[src/rtl/dhos_pkg.sv]
// Package for the diagonal hit overlap suppressor.
// Holds table sizing, field widths and the controller/datapath handshake structs.
// No dependencies.
`timescale 1ns / 1ps
`default_nettype none

package dhos_pkg;

  localparam int MAX_KEPT = 64;
  localparam int IDX_W    = (MAX_KEPT > 1) ? $clog2(MAX_KEPT) : 1;
  localparam int CNT_W    = $clog2(MAX_KEPT + 1);

  localparam int POS_W    = 32;
  localparam int LEN_W    = 16;
  localparam int END_W    = POS_W + 1;
  localparam int ENTRY_W  = 2 * POS_W + LEN_W;

  typedef struct packed {
    logic load;
    logic scan;
    logic commit;
  } ctrl_cmd_t;

  typedef struct packed {
    logic scan_done;
    logic out_free;
  } dp_sts_t;

endpackage

`default_nettype wire

[src/rtl/dhos_ctrl.sv]
// Controller of the overlap suppressor: accept, scan the kept table, commit.
// Depends on dhos_pkg for the command and status structs.
`timescale 1ns / 1ps
`default_nettype none

module dhos_ctrl import dhos_pkg::*; (
  input  wire logic      clk,
  input  wire logic      rst_n,
  input  wire logic      in_valid,
  output logic           in_ready,
  input  wire dp_sts_t   sts,
  output ctrl_cmd_t      cmd
);

  typedef enum logic [1:0] {
    ST_IDLE,
    ST_SCAN,
    ST_COMMIT
  } state_t;

  state_t state_r, state_nxt;
  logic   in_ready_r;

  always_comb begin
    state_nxt = state_r;
    cmd       = '0;
    unique case (state_r)
      ST_IDLE: begin
        if (in_valid) begin
          cmd.load  = 1'b1;
          state_nxt = ST_SCAN;
        end
      end
      ST_SCAN: begin
        cmd.scan = 1'b1;
        if (sts.scan_done) begin
          state_nxt = ST_COMMIT;
        end
      end
      ST_COMMIT: begin
        // hold until the output register can take the result
        if (sts.out_free) begin
          cmd.commit = 1'b1;
          state_nxt  = ST_IDLE;
        end
      end
      default: state_nxt = ST_IDLE;
    endcase
  end

  always_ff @(posedge clk) begin
    if (!rst_n) begin
      state_r    <= ST_IDLE;
      in_ready_r <= 1'b1;
    end else begin
      state_r    <= state_nxt;
      in_ready_r <= (state_nxt == ST_IDLE);
    end
  end

  assign in_ready = in_ready_r;

endmodule

`default_nettype wire

[config.mk]
export PLATFORM = sky130hd
export DESIGN_NAME = dhos_ctrl
export DESIGN_NICKNAME = d
export VERILOG_FILES = /design/src/rtl/dhos_pkg.sv /design/src/rtl/dhos_ctrl.sv
export SDC_FILE = /design/constraint.sdc
export NUM_CORES = 1
export LEC_CHECK = 0
export BUFFER_PORTS_ARGS = -buffer_cell sky130_fd_sc_hd__buf_2
export CORE_AREA = 3 3 40 42
export CTS_CLUSTER_DIAMETER = 40
export DETAILED_ROUTE_END_ITERATION = 6
export DIE_AREA = 0 0 43 45
export GPL_TIMING_DRIVEN = 0
export SYNTH_ARGS = -nofsm -noshare
export SYNTH_HDL_FRONTEND = slang
export SYNTH_SLANG_ARGS = --single-unit
[constraint.sdc]
create_clock -name clk -period 2.18 [get_ports clk]
set_input_delay 0.327 -clock clk [delete_from_list [all_inputs] [get_ports clk]]
set_output_delay 0.327 -clock clk [all_outputs]
set_load 0.005 [all_outputs]
==> flow_summary.ini, run 1 <==
[run_status]
status = finished, final reports clean

[cts]
post_cts_buffers = 0
cts_resized = 0
numCtsBuffers = 3
cts.path.max_buffers = 2
clkLatencyLatePin_ps = 230
clk_pin_slew_ps = 40
cts.sinks = 3
holdBufCountCts = 0
cts_max_level = 1
cts_tree = done
root_buffer = clkbuf_4

[routing]
drt_iter0_markers = 1
routed_via_density = 3.41
ant_nets = 0
routed_wl_um = 348
num_vias = 140
avgRoutedWirePerCell_um = 8.49
first_pass_iters = 2
drc = 0

[floorplan]
fp.dieArea_um2 = 1940
die_h_um = 45
core_area_um2 = 1280
initial_core_util_pct = 11.1
io_pins = 9
rows = 13
dieWidth_um = 43

[worst_setup_path]
worst_ep_required_time_ps = 1850
cp_max_fo = 4
reg2reg_depth = 2
path_class = flip-flop to output port
worstPathArrival_ps = 980
worst_setup_path_end_kind = output port
start_kind = flip-flop
r2r_slack_ps = 1260

[timing]
setup_ws_ps = 877
worstMarginPinSlew_ps = 184
maxSlewHeadroom_pct = 87.7
finalMaxSlewViolations = 0
fmax_mhz = 767
fin_crit_ps = 1300
setup_tns_ps = 0
finalCritPeriodShare_pct = 59.8
fin_skew_ps = 0.417
finalHoldViolations = 0
setup_viol = 0
rsz0062_at_grt = no

[global_routing]
grt_usage_pct = 4.41
grt_pass1_wl_um = 600
first_global_vias = 157
antenna_found_initial = 0
grt_max_degree = 8
grt_overflow = 0

[yosys]
ys_warn_count = 0
ys_seq_area_share_pct = 42.1
synth.net_count = 19
syn_inst = 14
avgSynthCellArea_um2 = 10.2
ys_ff_latch = 3
netlist_area_um2 = 143
ys_types = 10

[power_and_ir_drop]
power_leakage_nw = 0.113
power_density_nw_per_um2 = 789
vdd.ir_drop.worst_mv = 0.0940

[finish]
final_common_cell = buf_2
mostFrequentLayoutCells = buf_2, clkbuf_4, dfxtp_1
layout-drive-gt1-share_pct = 42.3
areaGrowthSynthToFinish_pct = 59.6
diodes = 0
nets = 32

[placed_design]
io_buffer_count = 8
dp_slack_ps = 1080
dpl.hpwl_um = 274
gp_congestion = 0.650

[job]
drv_cap = 0

[min_path]
hold_depth = 2
hp-class = input pin to flip-flop
==> layout make-up <==
type | count | area [um2]
Clock buffer | 4 | 26.3
Sequential cell | 3 | 60.1
Timing Repair Buffer | 8 | 40.0
Multi-Input combinational cell | 10 | 78.8
Inverter | 1 | 3.75
Tap cell | 15 | 18.8
Fill cell | 147 | 1060
==> worst max-delay path, cell delays in order (launching register included) <==
cell and delay (ps):
dfxtp_1 360, inv_1 80, nor3b_1 170, buf_2 140
==> flip-flops by register name, summed over array words and instances, names as in the netlist <==
register and flops:
state_r 2, in_ready 1
==> final timing paths <==
| check | start | to |
|---|---|---|
| min reg2reg | state_r[1] | in_ready |
| max reg2reg | state_r[0] | state_r[1] |
| max | state_r[1] | cmd[0] |
| min | sts[1] | state_r[1] |
==> synthesized netlist by cell type <==
master | n | area [um2]
nor3b_1 | 2 | 15.0
a31o_1 | 1 | 8.76
nor2b_1 | 2 | 12.5
or2_1 | 1 | 6.26
and2b_1 | 1 | 7.51
dfxtp_1 | 3 | 60.1
inv_1 | 1 | 3.75
o211a_1 | 1 | 10.0
a31oi_1 | 1 | 6.26
and4bb_1 | 1 | 12.5
==> where the power goes <==
group          internal, mW  switching (mW)  total (mW)
clock network        0.0685          0.0279      0.0964
registers            0.0592         0.00321      0.0624
logic                0.0127         0.00813      0.0209
total                 0.140          0.0392       0.180
==> cell families (layout without fill, tap and decap cells) <==
| group | count (synthesis) | in the layout | share of synthesized area, % |
|---|---|---|---|
| AO/OA/AOI/OAI | 3 | 3 | 17.5 |
| buffers and inverters | 1 | 13 | 2.63 |
| flip-flops | 3 | 3 | 42.1 |
| AND/OR/NAND/NOR | 7 | 7 | 37.7 |
==> metrics by stage <==
step                total power [mW]  util, %  hold WS [ps]  std cells  area, um2
finish                         0.180     17.7           338         41        228
global route                   0.191     17.7           345         41        228
CTS                            0.186     17.7           331         41        228
detailed placement            0.0847     15.7           537         37        201
global placement              0.0844     15.7           537         37        201
floorplan                     0.0732        -           436         14        143
==> routing by layer <==
layer	vias up	routed length (um)	track usage, %
li1	74	-	-
met1	59	171	5.53
met2	7	143	5.09
met3	0	34	0.398
met4	0	0	7.23
met5	-	0	0
Power figures use the tool's default switching activity.
==> run 2, diff against run 1 <==
ABC_AREA = 1   (was unset)
clock period = 1.3 ns   (was 2.18 ns; I/O delays follow)
==> flow_summary.ini, run 2 <==
[run_status]
status = finished, final reports clean

[job]
drv_cap = 0

[floorplan]
rows = 13
core_area_um2 = 1280
io_pins = 9
die_h_um = 45
dieWidth_um = 43
fp.dieArea_um2 = 1940
initial_core_util_pct = 10.6

[finish]
areaGrowthSynthToFinish_pct = 62.4
layout-drive-gt1-share_pct = 45.2
mostFrequentLayoutCells = buf_2, inv_1, nand3_1, clkbuf_4, dfxtp_1
nets = 37
regMostFlops = state_r
diodes = 0
utilization_pct = 17.2
largest_reg_flops = 2
final_common_cell = buf_2
design_area_um2 = 221

[global_routing]
grt_overflow = 0
grt_usage_pct = 4.08
first_global_vias = 141
grt_pass1_wl_um = 489
antenna_found_initial = 0
grt_max_degree = 5

[min_path]
hp-class = input pin to flip-flop
hold_depth = 2
whs_endpoint = in_ready
hp-start = rst_n

[power_and_ir_drop]
finalPower_mw = 0.305
vdd.ir_drop.worst_mv = 0.217
power_density_nw_per_um2 = 1380
power_leakage_nw = 0.119

[timing]
setup_viol = 0
finalHoldViolations = 0
finalMaxSlewViolations = 0
setup_tns_ps = 0
rsz0062_at_grt = no
finalCritPeriodShare_pct = 86.9
worstMarginPinSlew_ps = 141
holdWs_ps = 148
maxSlewHeadroom_pct = 90.5
fin_crit_ps = 1130
fmax_mhz = 885
fin_skew_ps = 3.18

[routing]
avgRoutedWirePerCell_um = 6.76
top_layer_used = met4
routed_via_density = 3.24
drt_iter0_markers = 1
num_vias = 149
wl_met3_um = 16
ant_nets = 0
drc = 0
first_pass_iters = 2
m1WireLength_um = 123
wl_met2_um = 159
routed_wl_um = 311

[cts]
cts_max_level = 1
numCtsBuffers = 3
cts.path.max_buffers = 2
clk_pin_slew_ps = 40
cts.sinks = 3
cts_tree = done
root_buffer = clkbuf_4
post_cts_buffers = 0
cts_resized = 0
clkLatencyLatePin_ps = 230
holdBufCountCts = 0

[worst_setup_path]
r2r_slack_ps = 520
reg2reg_depth = 4
worstPathArrival_ps = 930
start_kind = flip-flop
r2r_end = in_ready
worst_ep_required_time_ps = 1110
path_class = flip-flop to output port
worst_setup_path_end_kind = output port
cp_max_fo = 4
r2r-start = state_r[1]

[yosys]
ys_seq_area_share_pct = 44.0
ys_dominant_reg_cell = dfxtp_1
synth_top_area_cell = dfxtp_1
ys_ff_latch = 3
netlist_area_um2 = 136
ys_types = 10
synth.net_count = 24
yosysTopAreaCellShare_pct = 44.0
synthTopCellsByArea = dfxtp_1, nand3_1, inv_1
synth_common_cells = dfxtp_1, inv_1, nand3_1
avgSynthCellArea_um2 = 7.18
ys_warn_count = 0
synthArstFlopShare_pct = 0
syn_inst = 19
synth_edf_count = 0

[placed_design]
dpl.hpwl_um = 258
gp_congestion = 0.624
io_buffer_count = 8
dpl-instance-area_um2 = 195
==> run 2: cell count changes in the layout (fill, tap and decap cells not counted), moves of 2 or more <==
cell     change
nor3b_1      -2
nand2_1      +2
nor2b_1      -2
a21oi_1      +2
nand3_1      +3
inv_1        +2
inv_2        +2
==> run 2: layout make-up <==
class / count / area, um2
clock buffers: 4 / 26.3
fillers: 155 / 1060
inverters: 5 / 18.8
multi-input cells: 11 / 57.6
flip-flops and latches: 3 / 60.1
well taps: 15 / 18.8
repair buffers: 8 / 40.0
==> run 2: worst max-delay path by stage <==
stage / start / end / slack, ps / depth (start not counted)
2_1_floorplan: state_r[1] / cmd[0] / 520 / 2
3_3_place_gp: state_r[1] / cmd[2] / 410 / 4
3_5_place_dp: state_r[0] / cmd[2] / 410 / 4
4_1_cts: state_r[1] / cmd[2] / 160 / 4
5_1_grt: state_r[1] / cmd[2] / 70 / 4
6_report: state_r[1] / cmd[0] / 170 / 3
==> run 2: cells by family after synthesis <==
| logic type | synth area share, % |
|---|---|
| AOI/OAI and AO/OA | 13.8 |
| buffers and inverters | 13.8 |
| DFF | 44.0 |
| and+or+nand+nor | 28.4 |
==> run 2: metal layers <==
metal  vias to the layer above  track usage, %
met1                        57            3.61
met2                         6            4.79
li1                         84               -
met4                         0            9.04
met3                         2            1.20
met5                         -               0
==> run 2: worst max-delay path: stages, from the launching register on <==
cell and delay [ps]:
dfxtp_1 350, inv_2 60, nor3_1 160, buf_2 140
==> run 2: through the flow <==
| stage | setup slack, ps | instances |
|---|---|---|
| after floorplan | 521 | 19 |
| after global placement | 410 | 42 |
| after detailed placement | 411 | 42 |
| after CTS | 155 | 46 |
| after global routing | 70.1 | 46 |
| final | 170 | 46 |
==> run 2: power breakdown <==
part           leakage [nW]  total, mW  internal (mW)  switching, mW
clock network        0.0150      0.163          0.115         0.0477
logic                0.0797     0.0384         0.0187         0.0197
registers            0.0248      0.104         0.0996        0.00425
total                 0.119      0.305          0.233         0.0717
